[src/rtl/core/bmhq_pkg.sv]
// Shared types, codes and constants of the binary max-heap queue.
package bmhq_pkg;

    localparam int DATA_W       = 32;
    localparam int COUNT_W      = 9;
    localparam int STATUS_W     = 2;
    localparam int DEF_CAPACITY = 256;

    localparam logic KIND_INSERT = 1'b0;
    localparam logic KIND_DELETE = 1'b1;

    localparam logic [STATUS_W-1:0] ST_OK    = 2'd0;
    localparam logic [STATUS_W-1:0] ST_EMPTY = 2'd1;
    localparam logic [STATUS_W-1:0] ST_FULL  = 2'd2;

    localparam logic [1:0] TOK_INS  = 2'd0;
    localparam logic [1:0] TOK_HOLE = 2'd1;
    localparam logic [1:0] TOK_DN   = 2'd2;

    typedef struct packed {
        logic                     kind;
        logic signed [DATA_W-1:0] value;
    } t_in_item;

    typedef struct packed {
        logic [STATUS_W-1:0]      status;
        logic signed [DATA_W-1:0] max_value;
        logic [COUNT_W-1:0]       count;
    } t_out_item;

    typedef struct packed {
        logic                     vld;
        logic [1:0]               kind;
        logic signed [DATA_W-1:0] value;
    } t_tok;

    typedef struct packed {
        logic                     we;
        logic signed [DATA_W-1:0] data;
    } t_upw;

endpackage

[src/rtl/core/bmhq_cell.sv]
// One heap level: its memory, the compare step and the hand-off to the next level.
module bmhq_cell #(
    parameter int LEVEL = 0,
    parameter int PW    = 9
) (
    input  logic                                i_clk,
    input  logic                                i_rst_n,
    input  bmhq_pkg::t_tok                      i_tok,
    input  logic [PW-1:0]                       i_pos,
    input  logic [PW-1:0]                       i_lim,
    input  logic                                i_path_bit,
    input  logic                                i_probe,
    input  logic [PW-1:0]                       i_ppos,
    input  bmhq_pkg::t_upw                      i_up,
    input  logic [PW-1:0]                       i_up_pos,
    output bmhq_pkg::t_tok                      o_tok,
    output logic [PW-1:0]                       o_pos,
    output bmhq_pkg::t_upw                      o_up,
    output logic [PW-1:0]                       o_up_pos,
    output logic signed [bmhq_pkg::DATA_W-1:0]  o_rd,
    output logic                                o_done
);

    localparam int AW    = (LEVEL == 0) ? 1 : LEVEL;
    localparam int DEPTH = 1 << AW;

    logic signed [bmhq_pkg::DATA_W-1:0] r_mem [DEPTH];
    logic signed [bmhq_pkg::DATA_W-1:0] r_rda;
    logic signed [bmhq_pkg::DATA_W-1:0] r_rdb;

    logic                               r_act;
    logic                               n_act;
    logic [1:0]                         r_kind;
    logic [PW-1:0]                      r_pos;
    logic signed [bmhq_pkg::DATA_W-1:0] r_val;

    bmhq_pkg::t_tok                     r_fwd;
    bmhq_pkg::t_tok                     n_fwd;
    logic [PW-1:0]                      r_fpos;
    logic [PW-1:0]                      n_fpos;

    logic                               in_ins;
    logic                               in_hole;
    logic                               in_dn;
    logic                               in_fin;
    logic                               hole_kids;
    logic [PW:0]                        lim_x;
    logic [PW-1:0]                      lc_in;
    logic [PW-1:0]                      rc_in;
    logic [AW-1:0]                      ra;
    logic [AW-1:0]                      rb;

    logic                               act_ins;
    logic                               act_dn;
    logic                               swap;
    logic signed [bmhq_pkg::DATA_W-1:0] carry;
    logic [PW-1:0]                      lpos;
    logic [PW-1:0]                      rpos;
    logic                               rex;
    logic                               r_gt_l;
    logic                               l_gt_v;
    logic                               r_gt_v;
    logic                               take_r;
    logic signed [bmhq_pkg::DATA_W-1:0] cval;
    logic [PW-1:0]                      cpos;
    logic                               moves;
    logic                               lk;
    logic                               rk;
    logic                               ck;

    logic                               we;
    logic [AW-1:0]                      waddr;
    logic signed [bmhq_pkg::DATA_W-1:0] wdata;

    assign lim_x     = {1'b0, i_lim};
    assign in_ins    = i_tok.vld && (i_tok.kind == bmhq_pkg::TOK_INS);
    assign in_hole   = i_tok.vld && (i_tok.kind == bmhq_pkg::TOK_HOLE);
    assign in_dn     = i_tok.vld && (i_tok.kind == bmhq_pkg::TOK_DN);
    assign in_fin    = in_ins && (i_pos == i_lim);
    assign hole_kids = {i_pos, 1'b0} <= lim_x;
    assign lc_in     = {i_pos[PW-2:0], 1'b0};
    assign rc_in     = {i_pos[PW-2:0], 1'b1};

    always_comb begin
        if (i_probe) begin
            ra = i_ppos[AW-1:0];
        end else if (in_dn) begin
            ra = lc_in[AW-1:0];
        end else begin
            ra = i_pos[AW-1:0];
        end
        rb = rc_in[AW-1:0];
    end

    assign act_ins = r_act && (r_kind == bmhq_pkg::TOK_INS);
    assign act_dn  = r_act && (r_kind == bmhq_pkg::TOK_DN);
    assign swap    = r_val > r_rda;
    assign carry   = swap ? r_rda : r_val;

    assign lpos   = {r_pos[PW-2:0], 1'b0};
    assign rpos   = {r_pos[PW-2:0], 1'b1};
    assign rex    = {1'b0, rpos} <= lim_x;
    assign r_gt_l = r_rdb > r_rda;
    assign l_gt_v = r_rda > r_val;
    assign r_gt_v = r_rdb > r_val;
    assign take_r = rex && r_gt_l;
    assign cval   = take_r ? r_rdb : r_rda;
    assign cpos   = take_r ? rpos : lpos;
    assign moves  = take_r ? r_gt_v : l_gt_v;
    assign lk     = {lpos, 1'b0} <= lim_x;
    assign rk     = {rpos, 1'b0} <= lim_x;
    assign ck     = take_r ? rk : lk;

    assign o_up.we   = act_dn;
    assign o_up.data = moves ? cval : r_val;
    assign o_up_pos  = r_pos;

    assign o_done = in_fin || (in_hole && !hole_kids) || (act_dn && (!moves || !ck));

    always_comb begin
        we    = 1'b0;
        waddr = i_up_pos[AW-1:0];
        wdata = i_up.data;
        if (in_fin || (in_hole && !hole_kids)) begin
            we    = 1'b1;
            waddr = i_pos[AW-1:0];
            wdata = i_tok.value;
        end else if (act_ins && swap) begin
            we    = 1'b1;
            waddr = r_pos[AW-1:0];
            wdata = r_val;
        end else if (act_dn && moves && !ck) begin
            we    = 1'b1;
            waddr = cpos[AW-1:0];
            wdata = r_val;
        end else if (i_up.we) begin
            we    = 1'b1;
        end
    end

    always_comb begin
        n_act        = (in_ins && !in_fin) || in_dn;
        n_fwd.vld    = 1'b0;
        n_fwd.kind   = bmhq_pkg::TOK_DN;
        n_fwd.value  = r_val;
        n_fpos       = cpos;
        if (in_hole && hole_kids) begin
            n_fwd.vld   = 1'b1;
            n_fwd.value = i_tok.value;
            n_fpos      = i_pos;
        end else if (act_ins) begin
            n_fwd.vld   = 1'b1;
            n_fwd.kind  = bmhq_pkg::TOK_INS;
            n_fwd.value = carry;
            n_fpos      = {r_pos[PW-2:0], i_path_bit};
        end else if (act_dn && moves && ck) begin
            n_fwd.vld   = 1'b1;
        end
    end

    always_ff @(posedge i_clk) begin
        if (we) begin
            r_mem[waddr] <= wdata;
        end
        r_rda <= r_mem[ra];
        r_rdb <= r_mem[rb];
    end

    always_ff @(posedge i_clk) begin
        if (!i_rst_n) begin
            r_act     <= 1'b0;
            r_fwd.vld <= 1'b0;
        end else begin
            r_act <= n_act;
            r_fwd <= n_fwd;
        end
    end

    always_ff @(posedge i_clk) begin
        r_fpos <= n_fpos;
        if (n_act) begin
            r_kind <= i_tok.kind;
            r_pos  <= i_pos;
            r_val  <= i_tok.value;
        end
    end

    assign o_tok = r_fwd;
    assign o_pos = r_fpos;
    assign o_rd  = r_rda;

endmodule

[config.mk]
export PLATFORM = sky130hd
export DESIGN_NAME = bmhq_cell
export DESIGN_NICKNAME = d
export VERILOG_FILES = /design/src/rtl/core/bmhq_pkg.sv /design/src/rtl/core/bmhq_cell.sv
export SDC_FILE = /design/constraint.sdc
export NUM_CORES = 1
export LEC_CHECK = 0
export ABC_AREA = 0
export BUFFER_PORTS_ARGS = -buffer_cell sky130_fd_sc_hd__buf_2
export CORE_MARGIN = 3
export CORE_UTILIZATION = 43
export DETAILED_ROUTE_END_ITERATION = 12
export GPL_ROUTABILITY_DRIVEN = 0
export PLACE_DENSITY_LB_ADDON = 0.2
export SETUP_SLACK_MARGIN = 0.05
export SLEW_MARGIN = 10
export SYNTH_ARGS = -nofsm -noshare
export SYNTH_HDL_FRONTEND = slang
export SYNTH_SLANG_ARGS = --single-unit
[constraint.sdc]
create_clock -name i_clk -period 7.8 [get_ports i_clk]
set_input_delay 1.56 -clock i_clk [delete_from_list [all_inputs] [get_ports i_clk]]
set_output_delay 1.56 -clock i_clk [all_outputs]
set_load 0.02 [all_outputs]
==> results of run 1 <==
## area by class of cell
cell class / instances / area (um^2)
Fill cell: 2526 / 13000
Antenna cell: 1 / 2.50
Inverter: 116 / 435
Timing Repair Buffer: 222 / 1170
Clock buffer: 38 / 768
Tap cell: 372 / 465
Clock inverter: 10 / 52.6
Multi-Input combinational cell: 779 / 5770
Sequential cell: 215 / 5710
## metal layers
layer  GRT usage  vias up  routed length [um]  part of all wire
li1            -     4689                   -                 -
met1       0.298     4590               15800              0.45
met2       0.381      269               16400              0.47
met3      0.0460       58                2160             0.062
met4      0.0570        4                 679             0.019
met5           0        -                  29           0.00083
## through the flow
step	hold WS [ns]	setup slack [ns]	instances
after global placement	0.346	1.40	1704
after detailed placement	0.352	1.35	1704
after floorplan	0.344	1.95	1172
after global routing	0.364	1.09	1752
final	0.359	1.37	1753
after CTS	0.359	1.33	1752
## worst max-delay path, delay by kind of cell
| family | cells | cell delay [ns] |
|---|---|---|
| AO/OA/AOI/OAI | 6 | 1.39 |
| adder cells (fa/ha/maj) | 1 | 0.31 |
| buffers and inverters | 4 | 0.64 |
| multiplexers | 1 | 0.55 |
| AND/OR/NAND/NOR | 3 | 0.43 |
## where the power goes
group          internal [W]  total, W  switching, W
Sequential          0.00137   0.00147     0.0000946
Combinational      0.000504   0.00135      0.000850
Clock              0.000681   0.00116      0.000480
Total               0.00256   0.00398       0.00143
## state kept, by name, indices dropped and copies added (netlist names)
name / cells
o_pos: 9
r_kind: 2
r_act: 1
r_val: 32
o_up_pos: 9
r_mem: 64
o_tok: 34
r_rdb: 32
o_rd: 32
## cells by family (layout without fill, tap and decap cells)
group	Yosys count	count (layout)	share of synthesized area
AO/OA/AOI/OAI	339	339	0.187
buffers and inverters	178	386	0.0579
other	1	2	0.000310
XOR/XNOR	10	10	0.00723
adder cells (fa/ha/maj)	119	119	0.123
multiplexers	75	75	0.0663
flip-flops	215	215	0.471
AND/OR/NAND/NOR	235	235	0.0870
## final timing paths
path / from / endpoint / slack [ns] / depth (start not counted)
min: r_mem[1][22] / r_rdb[22] / 0.36 / 0
max: i_lim[2] / o_done / 1.37 / 15
max reg2reg: o_rd[31] / r_mem[0][21] / 2.20 / 12
min reg2reg: r_mem[1][22] / r_rdb[22] / 0.36 / 0
## layout by cell type, fill, tap and decap left out, types with 3 or more instances in the layout
cell type / netlist / routed
nor3_1: 4 / 4
mux2_2: 39 / 39
clkbuf_8: 0 / 3
a21oi_1: 110 / 109
clkbuf_16: 0 / 28
inv_1: 114 / 114
buf_2: 12 / 209
dfxtp_1: 75 / 75
nor2_1: 73 / 73
xnor2_1: 8 / 8
nand4_1: 22 / 22
nor2b_1: 8 / 7
o21ai_0: 109 / 109
and2_1: 3 / 3
a221oi_1: 3 / 3
ha_1: 119 / 119
clkinv_1: 1 / 5
or4_1: 3 / 3
clkinv_2: 0 / 4
edfxtp_1: 140 / 140
nor4_1: 3 / 3
o221a_1: 30 / 30
nand2_1: 94 / 94
clkbuf_1: 42 / 7
o21a_1: 3 / 3
nand3_1: 11 / 10
a21o_1: 26 / 26
and4_1: 3 / 3
nand2b_1: 4 / 4
buf_4: 5 / 11
o31ai_1: 3 / 3
mux2i_1: 35 / 35
o2111a_1: 32 / 32
==> results by group, run 1 <==
Die
  – Placeable core area: 27300 um^2
  – Initial Utilization: 0.443
  – Die width: 174 um
  – Ports: 227
  – Die Y: 174 um
  – Row cnt: 60
  – Area of the die: 30200 um^2

GRT
  – Vias in the first global route: 9968
  – Global route overflow: 0
  – Initial antenna violation count: 2
  – Largest net degree at the start of global routing: 70
  – First-pass GRT wire length: 54700 um
  – Total track usage: 0.226

Setup path
  – Crit path DAT: 4.87 ns
  – Crit path largest cell delay: 0.55 ns
  – Worst EP required: 6.24 ns
  – WS Path Type: input pin to output port
  – CP cell instances: buf_2 > inv_1 > ha_1 > nor2b_1 > o21a_1 > o21ai_0 > a21o_1 > nand3_1 > mux2i_4 > o311ai_4 > o21ai_4 > buf_12 > nand3_1 > a21o_1 > buf_2
  – Critical Path Slowest Stage Cell: mux2i_4
  – Setup crit end kind: output port
  – Element type at the critical path start: input pin
  – CP Max Fanout: 37

Clock network
  – CTS clock-pin slew for the worst setup and hold paths: 0.06 ns
  – Num CTS Buffers: 26
  – Post_cts resized: 0
  – CTS H-tree depth: 1
  – CTS tree: done
  – Clock Latency Late Sink: 0.53 ns
  – Hold bufs inserted after CTS: 0
  – Number of setup buffers added after CTS: 0
  – Sink Count: 215
  – Clock Path Buffers: 3
  – Clk root buf: clkbuf_16

Logic synthesis
  – Most common library cells after synthesis: edfxtp_1, ha_1, inv_1
  – Cell variety after synth: 57
  – Top-count cell post-synth: edfxtp_1
  – Post-synthesis register bit count: 215
  – Ys flop type: edfxtp_1
  – Synth area leaders: edfxtp_1, dfxtp_1, ha_1, a21oi_1, o21ai_0
  – Syn_area_per_cell: 10.3 um^2
  – Sequential fraction of the synthesis area: 0.471
  – Leading area contributor after synthesis: edfxtp_1
  – Post-Syn Area: 12100 um^2
  – Synth Net Count: 1399
  – Async SR Flop Fraction: 0
  – Cells after synthesis: 1172
  – EDFF count, synth: 140
  – Warnings, synthesis: 0
  – Area share of the largest cell type after synthesis: 0.347

Final layout
  – Synth-to-layout area growth: 18.6%
  – Fin area: 14400 um^2
  – Share of post-route cells with drive strength above 1: 0.225
  – Final nets: 1587
  – Final core occ: 0.526

STA
  – Fin. Hold Viols: 0
  – Final period util: 0.825
  – Endpoints failing setup: 0
  – RSZ-0062 raised after global routing: no
  – Tightest Pin Transition: 1.13 ns
  – Fin Setup TNS: 0 ns
  – Tmin final: 6.43 ns
  – Pins Over Slew Limit: 0
  – Worst slew margin: 0.240
  – Max Clock Skew: 0.0195 ns
  – FMAX: 0.155 GHz

Place
  – I/O Buffers: 209
  – DP Area: 13500 um^2
  – Detailed placement HPWL: 24000 um

Routing
  – Wirelength per Cell: 20.0 um
  – Post-DRT Antenna Nets: 0
  – Total routed wirelength: 35000 um
  – DR vias/cell: 5.48
  – DRC Markers: 0
  – First-pass DRT Iterations: 5
  – Routed vias: 9610
  – Detailed Route Iter0 Violations: 673

Power and ir drop
  – Power Density: 277 nW/um^2
  – Peak supply drop: 0.180 mV
  – Design Power: 0.00398 W
  – Lkg Pwr: 6.30 nW

Run status
  – Status: completed

Hold path
  – HP Class: register to register

Flow run
  – Maxcap violations: 0
(Power assumes the default switching activity.)
==> run 2, diff against run 1 <==
Clock period 7.8 ns to 5.2 ns, I/O delays scaled along.
==> run 2 against run 1 <==
Effect of this change: wire length rose by 2.5%; worst hold slack improved by 0.0051 ns; die area did not move; largest cell class unchanged; largest power group unchanged.
==> results by group, run 2 (synthesis gave the netlist of run 1 again) <==
GRT
  – Largest net degree at the start of global routing: 79
  – First-pass GRT wire length: 55100 um
  – Vias in the first global route: 9899
  – Total track usage: 0.227
  – Initial antenna violation count: 4
  – Global route overflow: 0

Die
  – Ports: 227
  – Area of the die: 30200 um^2
  – Placeable core area: 27300 um^2
  – Initial Utilization: 0.443
  – Die width: 174 um
  – Row cnt: 60
  – Die Y: 174 um

STA
  – Fin. Hold Viols: 0
  – RSZ-0062 raised after global routing: no
  – Tmin final: 5.02 ns
  – Tightest Pin Transition: 1.07 ns
  – Worst slew margin: 0.286
  – FMAX: 0.199 GHz
  – Final WS setup: 0.183 ns
  – Fin Setup TNS: 0 ns
  – Pins Over Slew Limit: 0
  – Final period util: 0.965
  – Max Clock Skew: 0.0190 ns
  – Endpoints failing setup: 0

Final layout
  – Share of post-route cells with drive strength above 1: 0.252
  – Biggest register: r_mem
  – Final nets: 1609
  – Number of flip-flops in the largest register: 64
  – Commonest cells after routing, fill and taps aside: buf_2, edfxtp_1, ha_1
  – Synth-to-layout area growth: 21.3%
  – Layout fillers: 2517
  – Final core occ: 0.538
  – Register area: 5710 um^2
  – Commonest non-fill, non-tap cell in the layout: buf_2
  – Multi-input logic area: 5820 um^2
  – ANT cells: 0
  – Fin area: 14700 um^2

Power and ir drop
  – Combinational share of power: 0.353
  – Peak supply drop: 0.263 mV
  – Pint: 0.00404 W
  – Sw Pwr: 0.00221 W
  – Sw Ratio: 0.354
  – Sequential group share of total power: 0.353
  – Lkg Pwr: 6.48 nW
  – Power Density: 425 nW/um^2
  – Clk network pwr share: 0.294

Routing
  – Total routed wirelength: 35900 um
  – WL met1: 16100 um
  – Routed vias: 9853
  – DRC Markers: 0
  – WL met2: 16700 um
  – DR vias/cell: 5.56
  – First-pass DRT Iterations: 6
  – Max Used Layer: met5
  – Detailed Route Iter0 Violations: 711
  – Wirelength per Cell: 20.2 um
  – Post-DRT Antenna Nets: 0
  – DR WL met3: 2410 um

Place
  – Place WS: 0.461 ns
  – DP Area: 13700 um^2
  – Detailed placement HPWL: 25000 um
  – I/O Buffers: 209

Clock network
  – CTS H-tree depth: 1
  – Clock Path Buffers: 3
  – Clock Latency Late Sink: 0.53 ns
  – CTS tree: done
  – Sink Count: 215
  – Num CTS Buffers: 25
  – Clk root buf: clkbuf_16
  – CTS clock-pin slew for the worst setup and hold paths: 0.06 ns

Setup path
  – Setup crit end kind: output port
  – Element type at the critical path start: register
  – Worst EP required: 4.16 ns
  – CP Max Fanout: 17
  – Crit path DAT: 3.98 ns
  – WS Path Type: register to output port

Flow run
  – Maxcap violations: 0

Hold path
  – HP Class: register to register

Run status
  – Status: completed
## run 2: cell types whose count changed in the layout (fill, tap and decap cells not counted), moves of 3 or more
| cell | delta |
|---|---|
| clkbuf_1 | -5 |
| dfxtp_1 | -7 |
| clkinv_1 | -3 |
| buf_4 | +19 |
| bufinv_16 | +3 |
| clkinv_2 | +3 |
| dfxtp_2 | +7 |
## run 2: metrics by stage
stage	std cells	hold WS [ns]	total power, W
floorplan	1172	0.344	0.00355
global placement	1718	0.346	0.00427
detailed placement	1718	0.353	0.00430
CTS	1765	0.364	0.00616
global route	1773	0.370	0.00657
finish	1773	0.364	0.00625
## run 2: worst max-delay path, stage by stage (launching register included)
cell and delay (ns):
edfxtp_1 0.45, inv_1 0.10, ha_1 0.30, nand4_1 0.20, or4_4 0.64, a21oi_2 0.17, a2111oi_1 0.10, o21a_1 0.21
xor2_1 0.16, o311ai_4 0.11, o21ai_4 0.15, buf_4 0.18, clkbuf_16 0.18, a21oi_1 0.25, buf_2 0.22
## run 2: metal layers
metal / track usage / up-vias
li1: - / 4736
met1: 0.309 / 4695
met2: 0.378 / 361
met3: 0.0405 / 53
met4: 0.0566 / 8
met5: 0 / -
## run 2: power by group through the flow
stage	Combinational (W)	Clock (W)	Sequential (W)
after global routing	0.00240	0.00194	0.00223
after global placement	0.00203	0	0.00223
after CTS	0.00209	0.00187	0.00220
after detailed placement	0.00206	0	0.00224
after floorplan	0.00127	0	0.00228
final	0.00221	0.00184	0.00221
## run 2: path summary, 6_finish.rpt
path                     from           end  slack [ns]  cells after the start
hold reg to reg   r_mem[1][8]      r_rdb[8]        0.36                      0
hold / removal    r_mem[1][8]      r_rdb[8]        0.36                      0
setup / recovery    r_val[13]      o_up[31]        0.18                     14
setup reg to reg     o_rd[26]  r_mem[1][25]        0.93                     14
## run 2: repair_timing
action	in CTS	in global routing
buffers inserted	1	6
pin swaps	0	5
hold buffers	0	0
resized for setup	4	14
endpoints found under the setup margin	15	33
cloned	0	2
## run 2: cell type report
cell class	instances	area share
repair buffers	245	0.0948
clock buffers	32	0.0485
flip-flops and latches	215	0.389
clock inverters	14	0.0106
multi-input cells	779	0.396
well taps	372	0.0317
inverters	116	0.0296
==> run 3, diff against run 2 <==
==> constraint.sdc (replaced) <==
create_clock -name i_clk -period 5.2 [get_ports i_clk]
set_input_delay 1.3 -clock i_clk [delete_from_list [all_inputs] [get_ports i_clk]]
set_output_delay 1.3 -clock i_clk [all_outputs]
set_load 0.02 [all_outputs]
==> run 3 against run 2 <==
Effect of this change: via count rose by 2.3%; critical path type is now input pin to output port; clock skew fell by 0.010 ns; combinational power rose by 17%; worst hold slack got worse by 0.0016 ns; sequential share of layout area fell by 1.0 points; cell count rose by 1.1%; utilization rose by 1.9 points; global-route usage rose by 0.96 points; die area did not move; register-to-register slack improved by 0.25 ns; cell area rose by 3.5%.
==> results by group, run 3 (synthesis gave the netlist of run 1 again) <==
Power and ir drop
  – Sw Pwr: 0.00232 W
  – Power Density: 427 nW/um^2
  – Peak supply drop: 0.251 mV
  – Clk network pwr share: 0.263
  – Pint: 0.00417 W
  – Lkg Pwr: 6.60 nW
  – Sequential group share of total power: 0.341
  – Sw Ratio: 0.358
  – Combinational share of power: 0.397

STA
  – Tightest Pin Transition: 1.12 ns
  – Tmin final: 5.08 ns
  – Fin Setup TNS: 0 ns
  – RSZ-0062 raised after global routing: no
  – Pins Over Slew Limit: 0
  – Max Clock Skew: 0.00850 ns
  – Fin. Hold Viols: 0
  – Worst slew margin: 0.256
  – FMAX: 0.197 GHz
  – Endpoints failing setup: 0
  – Final period util: 0.976
  – Final WS setup: 0.125 ns

Clock network
  – Sink Count: 215
  – CTS H-tree depth: 1
  – Clock Path Buffers: 3
  – Clock Latency Late Sink: 0.52 ns
  – Clk root buf: clkbuf_16
  – CTS tree: done
  – CTS clock-pin slew for the worst setup and hold paths: 0.06 ns
  – Num CTS Buffers: 25

Setup path
  – Worst EP required: 3.90 ns
  – Crit path DAT: 3.78 ns
  – Setup crit end kind: output port
  – CP Max Fanout: 5
  – Reg2reg path depth: 13
  – WS Path Type: input pin to output port
  – Element type at the critical path start: input pin

Final layout
  – Layout fillers: 2451
  – Commonest non-fill, non-tap cell in the layout: buf_2
  – Synth-to-layout area growth: 25.5%
  – Final nets: 1628
  – Commonest cells after routing, fill and taps aside: buf_2, edfxtp_1, ha_1
  – Biggest register: r_mem
  – Number of flip-flops in the largest register: 64
  – Share of post-route cells with drive strength above 1: 0.297

Flow run
  – Maxcap violations: 0

Die
  – Placeable core area: 27300 um^2
  – Row cnt: 60
  – Area of the die: 30200 um^2
  – Ports: 227
  – Die Y: 174 um
  – Die width: 174 um
  – Initial Utilization: 0.443

Routing
  – DR vias/cell: 5.62
  – Post-DRT Antenna Nets: 0
  – First-pass DRT Iterations: 5
  – DRC Markers: 0
  – Detailed Route Iter0 Violations: 718
  – Routed vias: 10100
  – Wirelength per Cell: 21.2 um
  – Total routed wirelength: 38000 um

GRT
  – Total track usage: 0.237
  – Largest net degree at the start of global routing: 79
  – First-pass GRT wire length: 56900 um
  – Vias in the first global route: 10100
  – Initial antenna violation count: 4
  – Global route overflow: 0

Place
  – Place WS: 0.0457 ns
  – Detailed placement HPWL: 25000 um
  – I/O Buffers: 209

Hold path
  – HP Class: register to register
  – Hold Crit Depth: 0

Run status
  – Status: completed
-- run 3: cell types whose count changed in the layout (fill, tap and decap cells not counted), sizes merged --
| cell | previous run | this run |
|---|---|---|
| buf | 243 | 258 |
| bufbuf | 0 | 2 |
| bufinv | 3 | 2 |
| clkbuf | 34 | 36 |
| clkinv | 11 | 12 |
| diode | 0 | 1 |
| inv | 116 | 115 |
-- run 3: per-layer routing --
metal / up-vias / track usage / share of wire
met4: 6 / 0.0613 / 0.021
met2: 370 / 0.391 / 0.47
li1: 4787 / - / -
met1: 4848 / 0.319 / 0.43
met5: - / 0 / 0.0011
met3: 68 / 0.0488 / 0.074
-- run 3: area by class of cell --
cell class / instances / area, um^2 / area share
antenna: 1 / 2.50 / 0.000165
clock inverter: 13 / 116 / 0.00765
timing repair buffer: 264 / 1700 / 0.112
clock buffer: 32 / 672 / 0.0442
sequential: 215 / 5760 / 0.379
inverter: 116 / 435 / 0.0286
multi-input combinational: 779 / 6050 / 0.398
tap: 372 / 465 / 0.0306
-- run 3: path summary, 6_finish.rpt --
kind | start | to | slack, ns
worst max-delay path | i_lim[7] | o_up[12] | 0.12
worst min-delay path | r_mem[1][25] | r_rdb[25] | 0.36
worst max register to register | o_rd[22] | r_mem[0][14] | 1.18
worst min register to register | r_mem[1][25] | r_rdb[25] | 0.36
-- run 3: per-stage QoR --
step	utilization	hold WS, ns	cell area, um^2	total power [W]	std cells
final	0.556	0.362	15200	0.00650	1792
after floorplan	-	0.344	12100	0.00355	1172
after global placement	0.502	0.346	13700	0.00428	1724
after detailed placement	0.502	0.352	13700	0.00431	1724
after global routing	0.556	0.373	15200	0.00680	1792
after CTS	0.543	0.365	14800	0.00630	1781
-- run 3: critical path, cell delays in order --
cell       delay [ns]
buf_2            0.10
inv_1            0.07
ha_1             0.31
nand4_1          0.15
mux2i_1          0.23
a21o_1           0.20
nand3b_1         0.14
mux2i_4          0.25
o311ai_4         0.17
o21ai_4          0.11
buf_12           0.16
buf_12           0.12
clkbuf_16        0.15
nor2_1           0.04
a21oi_1          0.11
buf_2            0.18
-- run 3: power groups by stage --
stage               clock [W]  sequential [W]  combinational, W
global route          0.00181         0.00224           0.00275
floorplan                   0         0.00228           0.00127
global placement            0         0.00223           0.00205
CTS                   0.00174         0.00220           0.00236
detailed placement          0         0.00224           0.00207
finish                0.00171         0.00221           0.00258
-- run 3: what timing repair did --
item	in CTS	in global routing
hold buffers	0	0
pin swaps	8	19
setup endpoints to repair	33	33
resized for setup	43	61
gates cloned	3	3
setup buffers	9	7
